**config.mk**
```make
export PLATFORM = sky130hd
export DESIGN_NAME = manchester_pulse_width_decoder_unit
export DESIGN_NICKNAME = d
export VERILOG_FILES = /design/src/mpwd_pkg.sv /design/src/manchester_pulse_width_decoder_unit.sv /design/src/mpwd_cfg.sv /design/src/mpwd_step.sv
export SDC_FILE = /design/constraint.sdc
export NUM_CORES = 1
export LEC_CHECK = 0
export ABC_AREA = 1
export BUFFER_PORTS_ARGS = -buffer_cell sky130_fd_sc_hd__buf_4
export CORE_MARGIN = 2
export CORE_UTILIZATION = 40
export CTS_BUF_LIST = sky130_fd_sc_hd__clkbuf_2
export DETAILED_ROUTE_END_ITERATION = 12
export PLACE_DENSITY = 0.68
export REMOVE_ABC_BUFFERS = 1
export SYNTH_ARGS = -nofsm -noshare
export SYNTH_HDL_FRONTEND = slang
export SYNTH_SLANG_ARGS = --single-unit
```
**constraint.sdc**
```tcl
create_clock -name clk -period 2.6 [get_ports clk]
set_clock_uncertainty 0.15 [all_clocks]
set_input_delay 0.78 -clock clk [delete_from_list [all_inputs] [get_ports clk]]
set_output_delay 0.78 -clock clk [all_outputs]
set_load 0.005 [all_outputs]
```
**src/mpwd_pkg.sv**
```systemverilog
// ----------------------------------------------------------------------------
// mpwd_pkg
// Shared types and constants for the Manchester pulse-width decoder.
// ----------------------------------------------------------------------------
package mpwd_pkg;

    localparam int unsigned WidthW = 16;
    localparam int unsigned ByteW  = 8;
    localparam int unsigned CountW = 4;
    localparam int unsigned IndexW = 3;

    localparam logic [ByteW-1:0]  ByteMsb  = 8'h80;
    localparam logic [CountW-1:0] BitsFull = 4'd8;

    typedef enum logic [IndexW-1:0] {
        REG_SHORT_LOW    = 3'd0,
        REG_SHORT_HIGH   = 3'd1,
        REG_LONG_LOW     = 3'd2,
        REG_LONG_HIGH    = 3'd3,
        REG_START_BYTE   = 3'd4,
        REG_FRAME_LENGTH = 3'd5
    } reg_index_t;

    localparam logic [WidthW-1:0] ShortLowRst    = 16'd999;
    localparam logic [WidthW-1:0] ShortHighRst   = 16'd2332;
    localparam logic [WidthW-1:0] LongLowRst     = 16'd1999;
    localparam logic [WidthW-1:0] LongHighRst    = 16'd4666;
    localparam logic [ByteW-1:0]  StartByteRst   = 8'd36;
    localparam logic [ByteW-1:0]  FrameLengthRst = 8'd6;

    typedef struct packed {
        logic [WidthW-1:0] short_low;
        logic [WidthW-1:0] short_high;
        logic [WidthW-1:0] long_low;
        logic [WidthW-1:0] long_high;
        logic [ByteW-1:0]  start_byte;
        logic [ByteW-1:0]  frame_length;
    } cfg_t;

    typedef struct packed {
        logic              in_sync;
        logic              half_seen;
        logic [ByteW-1:0]  shift_byte;
        logic [CountW-1:0] bit_count;
        logic [ByteW-1:0]  byte_count;
        logic              capturing;
    } dec_state_t;

    typedef struct packed {
        logic [WidthW-1:0] width_ticks;
        logic              edge_rising;
    } pulse_t;

    typedef struct packed {
        logic             valid;
        logic [ByteW-1:0] data_byte;
        logic             frame_done;
    } result_t;

endpackage

```
**src/manchester_pulse_width_decoder_unit.sv**
```systemverilog
// ----------------------------------------------------------------------------
// manchester_pulse_width_decoder_unit
// Manchester decoder driven by measured pulse widths; emits framed bytes.
// ----------------------------------------------------------------------------
// An accepted pulse is held in the pulse register; its decoded byte, if any, then goes to the output register.
// Throughput: one pulse per cycle; the single decode stage and the output
// register set this, and an input waits only while both are full and stalled.
// Reset: decoder state clears and the configuration registers take their
// default windows, start byte '$' and frame length 6.
// ----------------------------------------------------------------------------
module manchester_pulse_width_decoder_unit (
    input  logic                                clk,
    input  logic                                rst_n,
    input  logic                                in_valid,
    output logic                                in_stall,
    input  logic [mpwd_pkg::WidthW-1:0]         width_ticks,
    input  logic                                edge_rising,
    output logic                                out_valid,
    input  logic                                out_stall,
    output logic [mpwd_pkg::ByteW-1:0]          data_byte,
    output logic                                frame_done,
    input  logic                                cfg_we,
    input  logic [mpwd_pkg::IndexW-1:0]         cfg_index,
    input  logic [mpwd_pkg::WidthW-1:0]         cfg_data
);

    mpwd_pkg::cfg_t       cfg;
    mpwd_pkg::dec_state_t state_reg;
    mpwd_pkg::dec_state_t state_next;
    mpwd_pkg::pulse_t     pulse_reg;
    mpwd_pkg::result_t    step_res;
    logic                 in_v_reg;
    logic                 out_v_reg;
    logic [mpwd_pkg::ByteW-1:0] data_reg;
    logic                 done_reg;
    logic                 advance;
    logic                 in_take;

    mpwd_cfg u_cfg (
        .clk       (clk),
        .rst_n     (rst_n),
        .cfg_we    (cfg_we),
        .cfg_index (cfg_index),
        .cfg_data  (cfg_data),
        .cfg       (cfg)
    );

    mpwd_step u_step (
        .cfg     (cfg),
        .st      (state_reg),
        .pulse   (pulse_reg),
        .st_next (state_next),
        .res     (step_res)
    );

    assign advance  = in_v_reg && (!out_v_reg || !out_stall);
    assign in_stall = in_v_reg && !advance;
    assign in_take  = in_valid && !in_stall;

    always_ff @(posedge clk or negedge rst_n)
    begin
        if (!rst_n)
        begin
            in_v_reg  <= 1'b0;
            out_v_reg <= 1'b0;
            state_reg <= '0;
        end
        else
        begin
            if (in_take)
                in_v_reg <= 1'b1;
            else if (advance)
                in_v_reg <= 1'b0;

            if (advance)
            begin
                state_reg <= state_next;
                out_v_reg <= step_res.valid;
            end
            else if (!out_stall)
            begin
                out_v_reg <= 1'b0;
            end
        end
    end

    always_ff @(posedge clk)
    begin
        if (in_take)
        begin
            pulse_reg.width_ticks <= width_ticks;
            pulse_reg.edge_rising <= edge_rising;
        end
        if (advance && step_res.valid)
        begin
            data_reg <= step_res.data_byte;
            done_reg <= step_res.frame_done;
        end
    end

    assign out_valid  = out_v_reg;
    assign data_byte  = data_reg;
    assign frame_done = done_reg;

    a_bits_bounded: assert property (@(posedge clk) disable iff (!rst_n)
        state_reg.bit_count < mpwd_pkg::BitsFull)
        else $error("bit count reached a full byte without clearing");

    a_frame_end_hunts: assert property (@(posedge clk) disable iff (!rst_n)
        (advance && step_res.valid && step_res.frame_done)
        |=> (!state_reg.in_sync && !state_reg.capturing))
        else $error("frame end did not return to hunting");

    a_result_shown: assert property (@(posedge clk) disable iff (!rst_n)
        (advance && step_res.valid) |=> out_valid)
        else $error("decoded byte lost before the output register");

    a_byte_needs_capture: assert property (@(posedge clk) disable iff (!rst_n)
        (advance && step_res.valid && !step_res.frame_done) |=> state_reg.capturing)
        else $error("byte output without capture held");

endmodule

```
**src/mpwd_cfg.sv**
```systemverilog
// ----------------------------------------------------------------------------
// mpwd_cfg
// Configuration register file: pulse windows, start byte and frame length.
// ----------------------------------------------------------------------------
module mpwd_cfg (
    input  logic                          clk,
    input  logic                          rst_n,
    input  logic                          cfg_we,
    input  logic [mpwd_pkg::IndexW-1:0]   cfg_index,
    input  logic [mpwd_pkg::WidthW-1:0]   cfg_data,
    output mpwd_pkg::cfg_t                cfg
);

    mpwd_pkg::cfg_t cfg_reg;

    always_ff @(posedge clk or negedge rst_n)
    begin
        if (!rst_n)
        begin
            cfg_reg.short_low    <= mpwd_pkg::ShortLowRst;
            cfg_reg.short_high   <= mpwd_pkg::ShortHighRst;
            cfg_reg.long_low     <= mpwd_pkg::LongLowRst;
            cfg_reg.long_high    <= mpwd_pkg::LongHighRst;
            cfg_reg.start_byte   <= mpwd_pkg::StartByteRst;
            cfg_reg.frame_length <= mpwd_pkg::FrameLengthRst;
        end
        else if (cfg_we)
        begin
            unique case (cfg_index)
                mpwd_pkg::REG_SHORT_LOW:    cfg_reg.short_low    <= cfg_data;
                mpwd_pkg::REG_SHORT_HIGH:   cfg_reg.short_high   <= cfg_data;
                mpwd_pkg::REG_LONG_LOW:     cfg_reg.long_low     <= cfg_data;
                mpwd_pkg::REG_LONG_HIGH:    cfg_reg.long_high    <= cfg_data;
                mpwd_pkg::REG_START_BYTE:   cfg_reg.start_byte   <= cfg_data[mpwd_pkg::ByteW-1:0];
                mpwd_pkg::REG_FRAME_LENGTH: cfg_reg.frame_length <= cfg_data[mpwd_pkg::ByteW-1:0];
                default: ;
            endcase
        end
    end

    assign cfg = cfg_reg;

endmodule

```
**src/mpwd_step.sv**
```systemverilog
// ----------------------------------------------------------------------------
// mpwd_step
// Per-pulse decode: window tests, sync tracking, bit shift and byte output.
// ----------------------------------------------------------------------------
module mpwd_step (
    input  mpwd_pkg::cfg_t       cfg,
    input  mpwd_pkg::dec_state_t st,
    input  mpwd_pkg::pulse_t     pulse,
    output mpwd_pkg::dec_state_t st_next,
    output mpwd_pkg::result_t    res
);

    logic                                is_short;
    logic                                is_long;
    logic                                shift_en;
    logic                                capture;
    logic [mpwd_pkg::ByteW-1:0]          sb;
    logic [mpwd_pkg::CountW-1:0]         bc;
    logic [mpwd_pkg::ByteW-1:0]          bytes;

    assign is_short = (pulse.width_ticks > cfg.short_low) && (pulse.width_ticks < cfg.short_high);
    assign is_long  = (pulse.width_ticks > cfg.long_low) && (pulse.width_ticks < cfg.long_high);

    always_comb
    begin
        st_next        = st;
        res.valid      = 1'b0;
        res.data_byte  = '0;
        res.frame_done = 1'b0;
        shift_en       = 1'b0;
        capture        = st.capturing;
        bytes          = st.byte_count;
        sb             = st.shift_byte;
        bc             = st.bit_count + 4'd1;

        if (!pulse.edge_rising && (st.bit_count < mpwd_pkg::BitsFull))
        begin
            sb = st.shift_byte | (mpwd_pkg::ByteMsb >> st.bit_count[2:0]);
        end

        priority if (!st.in_sync)
        begin
            if (is_long)
            begin
                st_next.half_seen  = 1'b0;
                st_next.shift_byte = '0;
                st_next.bit_count  = '0;
                st_next.byte_count = '0;
                st_next.in_sync    = 1'b1;
            end
        end
        else if (!st.half_seen)
        begin
            priority if (is_short)
                st_next.half_seen = 1'b1;
            else if (!is_long)
                st_next.in_sync = 1'b0;
            else
                shift_en = 1'b1;
        end
        else
        begin
            if (!is_short)
            begin
                st_next.in_sync = 1'b0;
            end
            else
            begin
                st_next.half_seen = 1'b0;
                shift_en          = 1'b1;
            end
        end

        if (shift_en)
        begin
            if (bc >= mpwd_pkg::BitsFull)
            begin
                capture = st.capturing || (sb == cfg.start_byte);
                if (capture)
                begin
                    bytes          = st.byte_count + 8'd1;
                    res.valid      = 1'b1;
                    res.data_byte  = sb;
                    res.frame_done = (bytes >= cfg.frame_length);
                end
                st_next.byte_count = bytes;
                st_next.shift_byte = '0;
                st_next.bit_count  = '0;
                st_next.capturing  = capture;
                if (bytes >= cfg.frame_length)
                begin
                    st_next.capturing = 1'b0;
                    st_next.in_sync   = 1'b0;
                end
            end
            else
            begin
                st_next.shift_byte = sb;
                st_next.bit_count  = bc;
            end
        end
    end

endmodule
```
# Word-level counts from Yosys, hierarchy flattened
# Index checks and enable logic that the tools add are counted.
# Widths: inputs -> output; s select.
# op_classes
n_reduce_logical	28
n_shift	1
muxes	29
bitwise_logic	1
addsub	2
n_eq_ne	8
order_cmp	8
# ops
cell	n
$gt 16x16->1	2
$lt 16x16->1	2
$mux 8	4
$mux 10	3
$mux 22	1
$mux 21	1
$mux 20	1
$ge 8x8->1	2
$mux 1	15
$reduce_and 2->1	7
$mux 12	1
$mux 9	1
$reduce_and 3->1	3
$add 8x1->8 const B	1
$eq 8x8->1	1
$or 8x8->8	1
$shr 8x3->8 const A	1
$logic_and 1x1->1	7
$eq 3x2->1 const B	2
$eq 3x3->1 const B	2
$reduce_bool 2->1	3
$logic_not 1->1	5
$add 4x1->4 const B	1
$ge 4x4->1 const B	1
other kinds (6)	9
# totals
regBits	131
inputBits	41

# Longest topological paths before layout
# Gate-level depths: netlist (run 1).
# logic_depth
ltp_word	12
ltp_mapped	24

# By module
# Synthesis (run 1) repeated with hierarchy kept, for this count alone.
# unflattened
hier_cells	1068
hier_area_um2	8343.0
# modules_own_cells
module	cells_per_inst	n_inst	area_each_um2
mpwd_step	574	1	3295.7
mpwd_cfg	356	1	3190.6
manchester_pulse_width_decoder_unit	138	1	1856.8

# Worst setup path before layout (run 1)
# No wires, ideal clock.
# synth_path
path_kind	register to register
start	register u_cfg.cfg_reg (netlist bit u_cfg.cfg[59])
end	register data_reg (netlist bit data_byte[0]), enable pin
setup_ps	374
n_path_buf	0
stages_incl_launch_ff	14
slack_ps	-280
t_arrival_ps	2355
cell_sequence	dfstp_2 inv_1 ha_1 a21oi_1 o21ai_1 nand2_1 nand2_1 nor2_1 nand3_2 nand2_1 nand2_2 nor2_8 nand3_1 nor2_1
# synth_via
elab_chain_len	7
# synth_lines
item	line	rtl
start, declared	mpwd_cfg.sv:14	mpwd_pkg::cfg_t cfg_reg;
$lt 16x16->1 (*)	mpwd_step.sv:21	assign is_short = (pulse.width_ticks > cfg.short_low) && (pulse.width_ticks < cfg.short_high);
$logic_and 1x1->1 (*)	mpwd_step.sv:21	
$mux 1 (on tied branches)	mpwd_step.sv:54, mpwd_step.sv:63	
$mux 1 (*)	mpwd_step.sv:52	else if (!st.half_seen)
$mux 1 (*)	mpwd_step.sv:41	priority if (!st.in_sync)
$mux 10 (*)	mpwd_step.sv:74	if (shift_en)
$logic_and 1x1->1 (*)	manchester_pulse_width_decoder_unit.sv:94	if (advance && step_res.valid)
end signal, assigned	manchester_pulse_width_decoder_unit.sv:96	data_reg <= step_res.data_byte;
end, declared	manchester_pulse_width_decoder_unit.sv:34	logic [mpwd_pkg::ByteW-1:0] data_reg;
# Mark *: on every way between the ends. The rest lies on a longest branch, timed or not.
# A chain may end at the register's enable or synchronous reset.

# Worst setup path in the final report (run 1)
# layout_path
start	register state_reg[11] (netlist name)
end	register state_reg[0] (netlist name)
# layout_via
elab_chain_len	10
# layout_lines
item	line	rtl
start, declared	manchester_pulse_width_decoder_unit.sv:28	mpwd_pkg::dec_state_t state_reg;
start signal, assigned	manchester_pulse_width_decoder_unit.sv:77	state_reg <= state_next;
$lt 4x4->1 / $shr 8x3->8 (equally long branches)	mpwd_step.sv:36, mpwd_step.sv:38	
$logic_and 1x1->1 / $or 8x8->8 (equally long branches)	mpwd_step.sv:36, mpwd_step.sv:38	
$mux 8	mpwd_step.sv:36	if (!pulse.edge_rising && (st.bit_count < mpwd_pkg::BitsFull))
$eq 8x8->1	mpwd_step.sv:78	capture = st.capturing || (sb == cfg.start_byte);
$logic_or 1x1->1	mpwd_step.sv:78	
$mux 8	mpwd_step.sv:79	if (capture)
$mux 8	mpwd_step.sv:76	if (bc >= mpwd_pkg::BitsFull)
$mux 8	mpwd_step.sv:74	
$ge 8x8->1	mpwd_step.sv:90	if (bytes >= cfg.frame_length)
$mux 1	mpwd_step.sv:90	
# Several ways; a longest one is shown, not always the timed one. The select of a mux whose other input is x is not followed.

==> out/qor.yml, run 1 <==
run_status:
  status: "finished, violations left"
  violations: "negative setup slack"
logic_synthesis:
  synth.area.top_cells: "dfrtp_1 23%, nand2_1 14%, ha_1 14%"
  synth_common_cells: "296 x nand2_1, 149 x inv_1, 88 x o21ai_0"
  synth_top_area_cell: "dfrtp_1"
  ys_ff_latch: 131
  synthFlopType: "dfrtp_1"
  synth.distinct_cells: 37
  synth_top_cell_area_share_pct: 23.4
  syn-cell-area_mm2: 0.00779
  yosysWarningCount: 0
  ys_async_sr_fraction_pct: 80.2
  ys_seq_area_share_pct: 44.2
  netlist_instances: 964
  yosys.cell_count.top_type: "nand2_1"
  syn_area_per_cell_um2: 8.08
  synth_edf_count: 26
clock_tree:
  clkTransAtPathRegs_ns: 0.19
  clock-root-buffer: "clkbuf_2"
  cts_buffers: 17
  cts.htree.levels: 4
  ctsLongestPathBuffers: 2
  cts_sinks: 131
  clock_latency_ns: 0.76
  cts_tree: "done"
worst_setup_path:
  cp-end-kind: "flop"
  critPathKind: "reg2reg"
  cpMaxStageDelayCell: "dfrtp_2"
  crit_buf_inv: 2
  required_ns: 3.15
  crit_path_cell_trace: "inv_1 -> buf_4 -> nand3_1 -> nand2_1 -> nand2_1 -> nand2_1 -> nand2_2 -> nor2_4 -> nand2_4 -> nand2_4 -> nand2_2 -> and2_4 -> ha_1 -> nand2_1 -> nor2_2 -> nand2_1 -> o2111ai_2 -> or2_0 -> o21ai_1"
  critPathMaxStageDelay_ns: 0.50
  cp-start-kind: "flop"
  critical_path.max_fanout: 5
  worstPathArrival_ns: 3.66
  critPathTopFamily: "simple AND/OR/NAND/NOR gates"
  worst_path_most_repeated_cell: "nand2_1"
die:
  boundaryPins: 52
  die_h_um: 144
  die_x_um: 144
  initial_utilization_pct: 40.4
  placementRows: 51
  dieArea_mm2: 0.0206
  core_area_mm2: 0.0193
power:
  power.switching_mw: 2.77
  peakVddDrop_mv: 0.277
  seqPwrFrac_pct: 37.7
  internal_power_mw: 4.41
  clkPwrFrac_pct: 15.7
  p_leak_nw: 5.38
  powerDensity_mw_per_mm2: 657
  power_frac_comb_pct: 46.6
  swShare_pct: 38.5
timing:
  fmax_ghz: 0.322
  worst_pin_slew_ns: 0.688
  period_needed_ns: 3.11
  finalSetupViolCount: 41
  hold_violations: 0
  drv_slew: 0
  rsz0062_at_grt: "true"
  fin_ws_ns: -0.509
  slew_headroom_pct: 54.1
  fin_crit_sh_pct: 120
finish:
  post-route-util_pct: 56.7
  nets: 1279
  area_growth_pct: 40.3
  largest_reg_flops: 80
  n_fill_cell: 1609
  fin_area_mm2: 0.0109
  drive_above_1_share_pct: 38.8
routing:
  drc: 0
  via_per_inst: 5.07
  vias: 7258
  routed_wl_um: 22900
  drt_first_pass_iters: 6
  drt_iter0_markers: 567
  ant_nets: 0
  wl_per_cell_um: 16.0
global_route:
  grt_pass1_vias: 6902
  grt-ovfl-total: 0
  grt_start_max_net_pins: 47
  antenna_found_initial: 1
  grt_use_total_pct: 21.1
  grt_pass1_wl_um: 33900
place:
  numPortBuffers: 51
  hpwlAfterDp_um: 13600
  gp_congestion: 0.869
  pre_cts_ws_ns: -0.499
  placed_cell_area_mm2: 0.00903
run:
  drv_cap: 0
min_path:
  min_path_type: "in2reg"
path summary, 6_finish.rpt:
kind                                     from             to  slack (ns)  depth (start not counted)
worst max-delay path            state_reg[11]   state_reg[0]       -0.51                         19
worst min-delay path              edge_rising   pulse_reg[0]        0.03                          1
max in group asynchronous               rst_n  u_cfg.cfg[52]        1.26                          3
worst max register to register  state_reg[11]   state_reg[0]       -0.51                         19
min in group asynchronous               rst_n  u_cfg.cfg[43]        0.34                          2
worst min register to register  u_cfg.cfg[35]  u_cfg.cfg[35]        0.35                          2
stage by stage:
step	setup TNS (ns)	hold WS, ns	cells	total power [mW]
6_report	-5.42	0.0326	1432	7.18
3_3_place_gp	-3.21	0.305	1333	4.64
5_1_grt	-10.61	-0.0117	1432	7.64
4_1_cts	-1.82	0.000297	1414	6.50
3_5_place_dp	-3.35	0.309	1333	4.71
2_1_floorplan	-3.74	0.292	942	3.93
layout make-up:
| cell class | instances | area, um2 | area share (%) |
|---|---|---|---|
| clock buffer | 21 | 105 | 0.961 |
| multi-input combinational | 661 | 4730 | 43.2 |
| inverter | 152 | 579 | 5.30 |
| antenna | 1 | 2.50 | 0.0229 |
| tap | 265 | 332 | 3.03 |
| clock inverter | 11 | 87.6 | 0.801 |
| sequential | 131 | 3450 | 31.6 |
| timing repair buffer | 190 | 1650 | 15.1 |
per-layer routing:
metal / global-route usage, % / share of wire, % / vias up
met5: 0 / 0 / -
met4: 8.77 / 3.2 / 0
met3: 3.70 / 4.6 / 71
met2: 34.6 / 49 / 254
met1: 27.6 / 44 / 3454
li1: - / - / 3479
power groups by stage:
stage | Clock [mW] | Combinational (mW) | Sequential [mW]
after global placement | 0 | 1.94 | 2.69
after CTS | 1.15 | 2.67 | 2.68
after global routing | 1.23 | 3.66 | 2.74
after detailed placement | 0 | 2.01 | 2.70
final | 1.13 | 3.35 | 2.71
after floorplan | 0 | 1.28 | 2.65
cell families (layout without fill, tap and decap cells):
kind of cell | Yosys count | after routing | share of synthesized area [%]
buffers and inverters | 174 | 374 | 8.54
XOR/XNOR | 6 | 6 | 0.674
adder cells (fa/ha/maj) | 85 | 85 | 13.6
AO/OA/AOI/OAI | 146 | 146 | 9.70
other | 0 | 1 | 0
flip-flops | 131 | 131 | 44.2
AND/OR/NAND/NOR | 422 | 424 | 23.2
layout by cell type (no fill, tap or decap), types with 6 or more instances in the layout:
cell | netlist | routed
a21oi_2 | 1 | 20
ha_4 | 0 | 32
nand3_2 | 2 | 14
nand2_1 | 296 | 236
nor2_4 | 1 | 12
o21ai_0 | 88 | 82
dfstp_2 | 32 | 32
nand4_1 | 15 | 15
buf_4 | 1 | 149
dfrtp_1 | 73 | 70
o21ai_1 | 3 | 7
a21oi_1 | 46 | 25
nand2_4 | 1 | 17
nand3_1 | 46 | 30
nor2_1 | 38 | 16
edfxtp_1 | 26 | 26
clkbuf_2 | 0 | 21
and2_4 | 0 | 6
nor2_2 | 2 | 13
ha_1 | 85 | 52
nand2_2 | 2 | 48
inv_2 | 2 | 15
inv_1 | 149 | 133
buf_6 | 1 | 31
what timing repair did:
action                                  CTS  global route
endpoints found under the setup margin   39            41
pin swaps                                70            79
hold buffers                              2             1
resized for setup                       109           162
endpoints found under the hold margin    26             1
setup buffers                            47            20
gates cloned                              3             2
Note: power is estimated with default switching activity, not from simulation.
==> inputs of run 2 (changes only) <==
- BUFFER_PORTS_ARGS: -buffer_cell sky130_fd_sc_hd__buf_4 -> default
- DONT_BUFFER_PORTS: default -> 1
- PLACE_DENSITY: 0.68 -> 0.65
==> run 2 against run 1 <==
Net effect:
- the run ends with negative hold slack, negative setup slack left
- critical path depth stayed put
- count of clock-buffer cells in the layout down 2
- via count shrank 4.2%
- sequential share of layout area increased by 0.96 points
- total power up 0.62%
- maximum frequency increased by 0.46%
- die area unchanged
- sequential power hardly changed
- largest cell class unchanged
- register-to-register slack barely moved
- non-clock buffer count is 37 lower
- critical endpoint unchanged
- wire length is 5.8% lower
==> out/qor.yml, run 2 (same netlist as run 1, synthesis figures left out) <==
worst_setup_path:
  required_ns: 3.09  # was 3.15 ns
  worstPathArrival_ns: 3.58  # was 3.66 ns
  crit_buf_inv: 1  # was 2
  critPathKind: "reg2reg"  # unchanged
  cp-start-kind: "flop"  # unchanged
  worst_path_most_repeated_cell: "nand2_1"  # unchanged
  cp-end-kind: "flop"  # unchanged
  crit_path_cell_trace: "inv_4 -> ha_2 -> nand3_2 -> nand2_2 -> nand2_1 -> nand2_1 -> nand2_2 -> nor2_4 -> nand2_4 -> nand2_8 -> nand2_1 -> and2_1 -> ha_1 -> a21oi_2 -> o21ai_1 -> nand2_1 -> o2111ai_2 -> or2_0 -> o21ai_1"  # was inv_1 -> buf_4 -> nand3_1 -> nand2_1 -> nand2_1 -> nand2_1 -> nand2_2 -> nor2_4 -> nand2_4 -> nand2_4 -> nand2_2 -> and2_4 -> ha_1 -> nand2_1 -> nor2_2 -> nand2_1 -> o2111ai_2 -> or2_0 -> o21ai_1
  cpMaxStageDelayCell: "dfrtp_2"  # unchanged
  critical_path.max_fanout: 6  # was 5
  critPathTopFamily: "simple AND/OR/NAND/NOR gates"  # unchanged
  critPathMaxStageDelay_ns: 0.52  # was 0.50 ns
routing:
  wl_met1_um: 9890  # was 9970 um
  ant_nets: 0  # unchanged
  routed.top_layer: "met4"  # unchanged
  wl_met3_um: 956  # was 1060 um
  wl_per_cell_um: 15.5  # was 16.0 um
  drc: 0  # unchanged
  routed_wl_um: 21600  # was 22900 um
  met2_length_um: 10100  # was 11100 um
  via_per_inst: 4.99  # was 5.07
  drt_iter0_markers: 432  # was 567
  vias: 6952  # was 7258
  drt_first_pass_iters: 5  # was 6
clock_tree:
  clkTransAtPathRegs_ns: 0.20  # was 0.19 ns
  clock-root-buffer: "clkbuf_2"  # unchanged
  ctsHoldBuffers: 20  # was 2
  clock_latency_ns: 0.73  # was 0.76 ns
  cts.htree.levels: 4  # unchanged
  cts_sinks: 131  # unchanged
  cts_buffers: 17  # unchanged
  ctsLongestPathBuffers: 2  # unchanged
  cts_tree: "done"  # unchanged
timing:
  hold_slack_ns: -0.430  # was 0.0326 ns
  fin_ws_ns: -0.495  # was -0.509 ns
  hold_violations: 105  # was 0
  tns_ns: -4.20  # was -5.42 ns
  rsz0062_at_grt: "true"  # unchanged
  slew_headroom_pct: 55.0  # was 54.1%
  worst_pin_slew_ns: 0.674  # was 0.688 ns
  period_needed_ns: 3.09  # was 3.11 ns
  drv_slew: 0  # unchanged
  fmax_ghz: 0.323  # was 0.322 GHz
  fin_crit_sh_pct: 119  # was 120%
  finalSetupViolCount: 39  # was 41
power:
  peakVddDrop_mv: 0.306  # was 0.277 mV
  powerDensity_mw_per_mm2: 681  # was 657 mW/mm2
  p_leak_nw: 5.14  # was 5.38 nW
global_route:
  antenna_found_initial: 1  # unchanged
  grt_use_total_pct: 20.6  # was 21.1%
  grt_pass1_vias: 6507  # was 6902
  grt_start_max_net_pins: 106  # was 47
  grt-ovfl-total: 0  # unchanged
  grt_pass1_wl_um: 32600  # was 33900 um
place:
  place_inst: 1287  # was 1333
  gp_congestion: 0.831  # was 0.869
  pre_cts_ws_ns: -0.491  # was -0.499 ns
  hpwlAfterDp_um: 13600  # about the same
  numPortBuffers: 0  # was 51
run_status:
  status: "finished, violations left"  # unchanged
  violations: "negative hold slack, negative setup slack"  # was negative setup slack
finish:
  stdcell_count: 1394  # was 1432
  layout_common_cells: "236 x nand2_1, 135 x inv_1, 90 x buf_4"  # was 236 x nand2_1, 149 x buf_4, 133 x inv_1
  largest_reg_flops: 80  # unchanged
  mostFrequentLayoutCell: "nand2_1"  # unchanged
  area_growth_pct: 36.2  # was 40.3%
  drive_above_1_share_pct: 33.3  # was 38.8%
  nets: 1241  # was 1279
die:
  die_x_um: 144  # unchanged
  core_area_mm2: 0.0193  # unchanged
  dieArea_mm2: 0.0206  # unchanged
  boundaryPins: 52  # unchanged
  die_h_um: 144  # unchanged
  placementRows: 51  # unchanged
  initial_utilization_pct: 40.4  # unchanged
run:
  drv_cap: 0  # unchanged
min_path:
  min_path_type: "in2async"  # was in2reg
[run 2: changes by cell type in the layout (fill, tap and decap cells not counted), sizes merged, moves of 2 or more]
cell         previous run  this run
dlygate4sd3             3        20
buf                   185       132
bufinv                  1         3
nand2                 302       300
clkbuf                 23        20
clkinv                  8        10
[run 2: per-stage QoR]
step           utilization (%)  instance area (um2)  total power, mW  hold WS [ns]
2_1_floorplan                -                 7700             3.93         0.292
3_3_place_gp              44.9                 8640             4.58         0.306
3_5_place_dp              44.9                 8640             4.64         0.308
4_1_cts                   50.8                 9790             6.57        -0.522
5_1_grt                   55.1                10600             7.72        -0.526
6_report                  55.1                10600             7.23        -0.430
[run 2: worst reg2reg max path, stage by stage (launching register included)]
cell and delay (ns):
dfrtp_2 0.52, inv_4 0.11, ha_2 0.22, nand3_2 0.12
nand2_2 0.11, nand2_1 0.05, nand2_1 0.06, nand2_2 0.07
nor2_4 0.13, nand2_4 0.11, nand2_8 0.10, nand2_1 0.07
and2_1 0.14, ha_1 0.30, a21oi_2 0.13, o21ai_1 0.09
nand2_1 0.07, o2111ai_2 0.10, or2_0 0.24, o21ai_1 0.14
[run 2: path summary, 6_finish.rpt]
check / startpoint / end / slack (ns) / depth (start not counted)
min in group clk: cfg_data[10] / u_cfg.cfg[42] / 0.08 / 2
max in group asynchronous: rst_n / u_cfg.cfg[1] / 2.47 / 0
max: state_reg[9] / state_reg[0] / -0.49 / 19
max reg2reg: state_reg[9] / state_reg[0] / -0.49 / 19
min reg2reg: u_cfg.cfg[59] / u_cfg.cfg[59] / 0.35 / 2
min: rst_n / u_cfg.cfg[57] / -0.43 / 0
[run 2: per-layer routing]
layer,vias up,global-route usage [%]
li1,3414,-
met1,3310,28.5
met3,48,3.80
met2,180,31.5
met4,0,8.93
met5,-,0
[run 2: power by group]
group | internal (mW) | leakage (nW) | switching (mW) | total [mW]
clock | 0.528 | 0.145 | 0.757 | 1.29
combinational | 1.57 | 3.44 | 1.67 | 3.24
sequential | 2.46 | 1.55 | 0.241 | 2.70
[run 2: what timing repair did]
| item | in CTS | in global routing |
|---|---|---|
| hold endpoints to repair | 125 | 105 |
| gates resized for setup | 99 | 164 |
| endpoints found under the setup margin | 40 | 41 |
| pin swaps | 40 | 73 |
| cloned | 2 | 1 |
| buffers inserted | 54 | 14 |
[run 2: cell type report]
| type | instances | area [um2] |
|---|---|---|
| repair buffers | 153 | 1400 |
| flip-flops and latches | 131 | 3450 |
| clock buffers | 19 | 95.1 |
| well taps | 265 | 332 |
| diodes | 1 | 2.50 |
| clock inverters | 13 | 144 |
| fillers | 1695 | 8660 |
| inverters | 152 | 579 |
| multi-input cells | 660 | 4610 |
==> inputs of run 3 (changes only) <==
- GPL_TIMING_DRIVEN: default -> 0
- SYNTH_HIERARCHICAL: default -> 1
==> run 3 against run 2 <==
Net effect:
- the run still ends with negative hold slack, negative setup slack left
- critical path type unchanged
- count of clock-buffer cells in the layout rose by 2
- synthesized area rose by 7.0%
- sequential share of layout area is 0.93 points higher
- highest routed layer unchanged
==> out/qor.yml, run 3 <==
clock_tree:
  clock-root-buffer: "clkbuf_2"  # unchanged
  cts_buffers: 17  # unchanged
  clock_latency_ns: 0.74  # was 0.73 ns
  cts.htree.levels: 4  # unchanged
  ctsLongestPathBuffers: 2  # unchanged
  cts_tree: "done"  # unchanged
  clkTransAtPathRegs_ns: 0.22  # was 0.20 ns
  cts_sinks: 131  # unchanged
  ctsHoldBuffers: 35  # was 20
finish:
  n_fill_cell: 1879  # was 1695
  area_growth_pct: 23.8  # was 36.2%
  nets: 1275  # was 1241
  mostFrequentLayoutCell: "nand2_1"  # unchanged
  layout_common_cells: "353 x nand2_1, 119 x inv_1, 105 x nand3_1"  # was 236 x nand2_1, 135 x inv_1, 90 x buf_4
  stdcell_count: 1433  # was 1394
  drive_above_1_share_pct: 24.6  # was 33.3%
  largest_reg_flops: 80  # unchanged
  seq_area_mm2: 0.00345  # about the same
  multi_input_area_mm2: 0.00486  # was 0.00461 mm2
routing:
  wl_per_cell_um: 15.8  # was 15.5 um
  ant_nets: 0  # unchanged
  vias: 7319  # was 6952
  via_per_inst: 5.11  # was 4.99
  routed_wl_um: 22700  # was 21600 um
  drt_iter0_markers: 520  # was 432
  drc: 0  # unchanged
  drt_first_pass_iters: 5  # unchanged
logic_synthesis:
  yosys.area_share.xor_xnor_pct: 1.26  # was 0.674%
  yosys.cell_count.top_type: "nand2_1"  # unchanged
  synth_compound_area_share_pct: 4.95  # was 9.70%
  yosysWarningCount: 6  # was 0
  synth_top_family_by_area: "simple AND/OR/NAND/NOR gates"  # unchanged
  synth.distinct_cells: 40  # was 37
  ys_ff_latch: 131  # unchanged
  synth_top_cell_area_share_pct: 21.9  # was 23.4%
  synth-adder-area-share_pct: 12.7  # was 13.6%
  synth_common_cells: "397 x nand2_1, 129 x inv_1, 117 x nand3_1"  # was 296 x nand2_1, 149 x inv_1, 88 x o21ai_0
  muxShareOfSynthArea_pct: 0  # unchanged
  yosys.area_share.simple_pct: 31.3  # was 23.2%
  synth_top_area_cell: "dfrtp_1"  # unchanged
  synthFlopType: "dfrtp_1"  # unchanged
  synth_edf_count: 26  # unchanged
  ys_async_sr_fraction_pct: 80.2  # unchanged
  synth.area.top_cells: "dfrtp_1 22%, nand2_1 18%, ha_1 13%"  # was dfrtp_1 23%, nand2_1 14%, ha_1 14%
  netlist_instances: 1068  # was 964
  syn_area_per_cell_um2: 7.81  # was 8.08 um2
  ys_seq_area_share_pct: 41.3  # was 44.2%
  syn-cell-area_mm2: 0.00834  # was 0.00779 mm2
die:
  placementRows: 52  # was 51
  boundaryPins: 52  # unchanged
  die_h_um: 148  # was 144 um
  core_area_mm2: 0.0204  # was 0.0193 mm2
  initial_utilization_pct: 41.0  # was 40.4%
  die_x_um: 148  # was 144 um
  dieArea_mm2: 0.0220  # was 0.0206 mm2
power:
  finalPower_mw: 6.37  # was 7.23 mW
  powerDensity_mw_per_mm2: 617  # was 681 mW/mm2
  p_leak_nw: 5.08  # was 5.14 nW
  peakVddDrop_mv: 0.287  # was 0.306 mV
run:
  drv_cap: 0  # unchanged
timing:
  tns_ns: -7.83  # was -4.20 ns
  drv_slew: 0  # unchanged
  fin_crit_sh_pct: 133  # was 119%
  slew_headroom_pct: 16.1  # was 55.0%
  finalSetupViolCount: 41  # was 39
  rsz0062_at_grt: "true"  # unchanged
  hold_violations: 105  # unchanged
  fin_ws_ns: -0.861  # was -0.495 ns
  worst_pin_slew_ns: 1.26  # was 0.674 ns
  hold_slack_ns: -0.468  # was -0.430 ns
  fmax_ghz: 0.289  # was 0.323 GHz
  period_needed_ns: 3.46  # was 3.09 ns
worst_setup_path:
  critPathTopFamily: "simple AND/OR/NAND/NOR gates"  # unchanged
  cpMaxStageDelayCell: "dfrtp_1"  # was dfrtp_2
  cp-end-kind: "flop"  # unchanged
  required_ns: 3.12  # was 3.09 ns
  crit_buf_inv: 4  # was 1
  critPathKind: "reg2reg"  # unchanged
  worst_path_most_repeated_cell: "nand2_1"  # unchanged
  critical_path.max_fanout: 7  # was 6
  cp-start-kind: "flop"  # unchanged
  critPathMaxStageDelay_ns: 0.44  # was 0.52 ns
  worstPathArrival_ns: 3.98  # was 3.58 ns
run_status:
  status: "finished, violations left"  # unchanged
  violations: "negative hold slack, negative setup slack"  # unchanged
global_route:
  grt_start_max_net_pins: 106  # unchanged
  grt_use_total_pct: 20.6  # about the same
  antenna_found_initial: 1  # unchanged
  grt_pass1_wl_um: 35700  # was 32600 um
  grt_pass1_vias: 6874  # was 6507
  grt-ovfl-total: 0  # unchanged
place:
  hpwlAfterDp_um: 13600  # about the same
  place_inst: 1310  # was 1287
  gp_congestion: 0.812  # was 0.831
  numPortBuffers: 0  # unchanged
min_path:
  min_path_type: "in2async"  # unchanged
==> run 3: changes by cell type after synthesis, moves of 12 or more <==
| cell | change |
|---|---|
| a21oi_1 | -12 |
| nand2_1 | +101 |
| o21ai_0 | -76 |
| nand3_1 | +71 |
| inv_1 | -20 |
| clkbuf_1 | -13 |
==> run 3: layout make-up <==
cell class	instances	area share, %
diodes	1	0.0242
clock buffers	21	1.02
clock inverters	11	0.873
inverters	137	5.22
multi-input cells	774	47.1
flip-flops and latches	131	33.5
well taps	270	3.27
repair buffers	88	9.04
==> run 3: cell families after synthesis <==
family | count (synthesis)
fa+ha+maj | 85
buf+inv | 165
compound gates | 71
xor+xnor | 12
simple gates | 604
flops | 131
==> run 3: path summary, 6_finish.rpt <==
path,from,end,slack [ns],cells past startpoint
max,state_reg[10],state_reg[0],-0.86,25
min,rst_n,u_cfg/cfg[26],-0.47,0
max reg2reg,state_reg[10],state_reg[0],-0.86,25
min reg2reg,u_cfg/cfg[56],u_cfg/cfg[56],0.33,2
max in group asynchronous,rst_n,u_cfg/cfg[52],2.48,0
min in group clk,cfg_data[4],u_cfg/cfg[12],0.08,2
==> run 3: where the power goes <==
group,switching [mW],leakage [nW],internal [mW]
registers,0.219,1.53,2.45
clock network,0.774,0.119,0.346
logic,1.41,3.43,1.17
total,2.41,5.08,3.96
==> run 3: per-layer routing <==
metal,part of all wire (%),GRT usage [%],up-vias
li1,-,-,3573
met1,45,29.0,3474
met2,46,32.2,221
met3,5.9,3.53,51
met4,2.7,7.33,0
met5,0,0,-
==> run 3: timing repair <==
action                                 CTS  global route
pin swaps                               63            53
endpoints found under the hold margin  202           105
setup endpoints to repair               42            41
cloned                                   4             1
gates resized for setup                118            81
setup buffers                           33            18
==> run 3: through the flow <==
step	area, um2	util, %	worst slack [ns]
floorplan	8150	-	-0.587
global placement	8490	41.7	-1.54
detailed placement	8490	41.7	-1.61
CTS	9820	48.2	-0.742
global route	10300	50.7	-0.989
finish	10300	50.7	-0.861
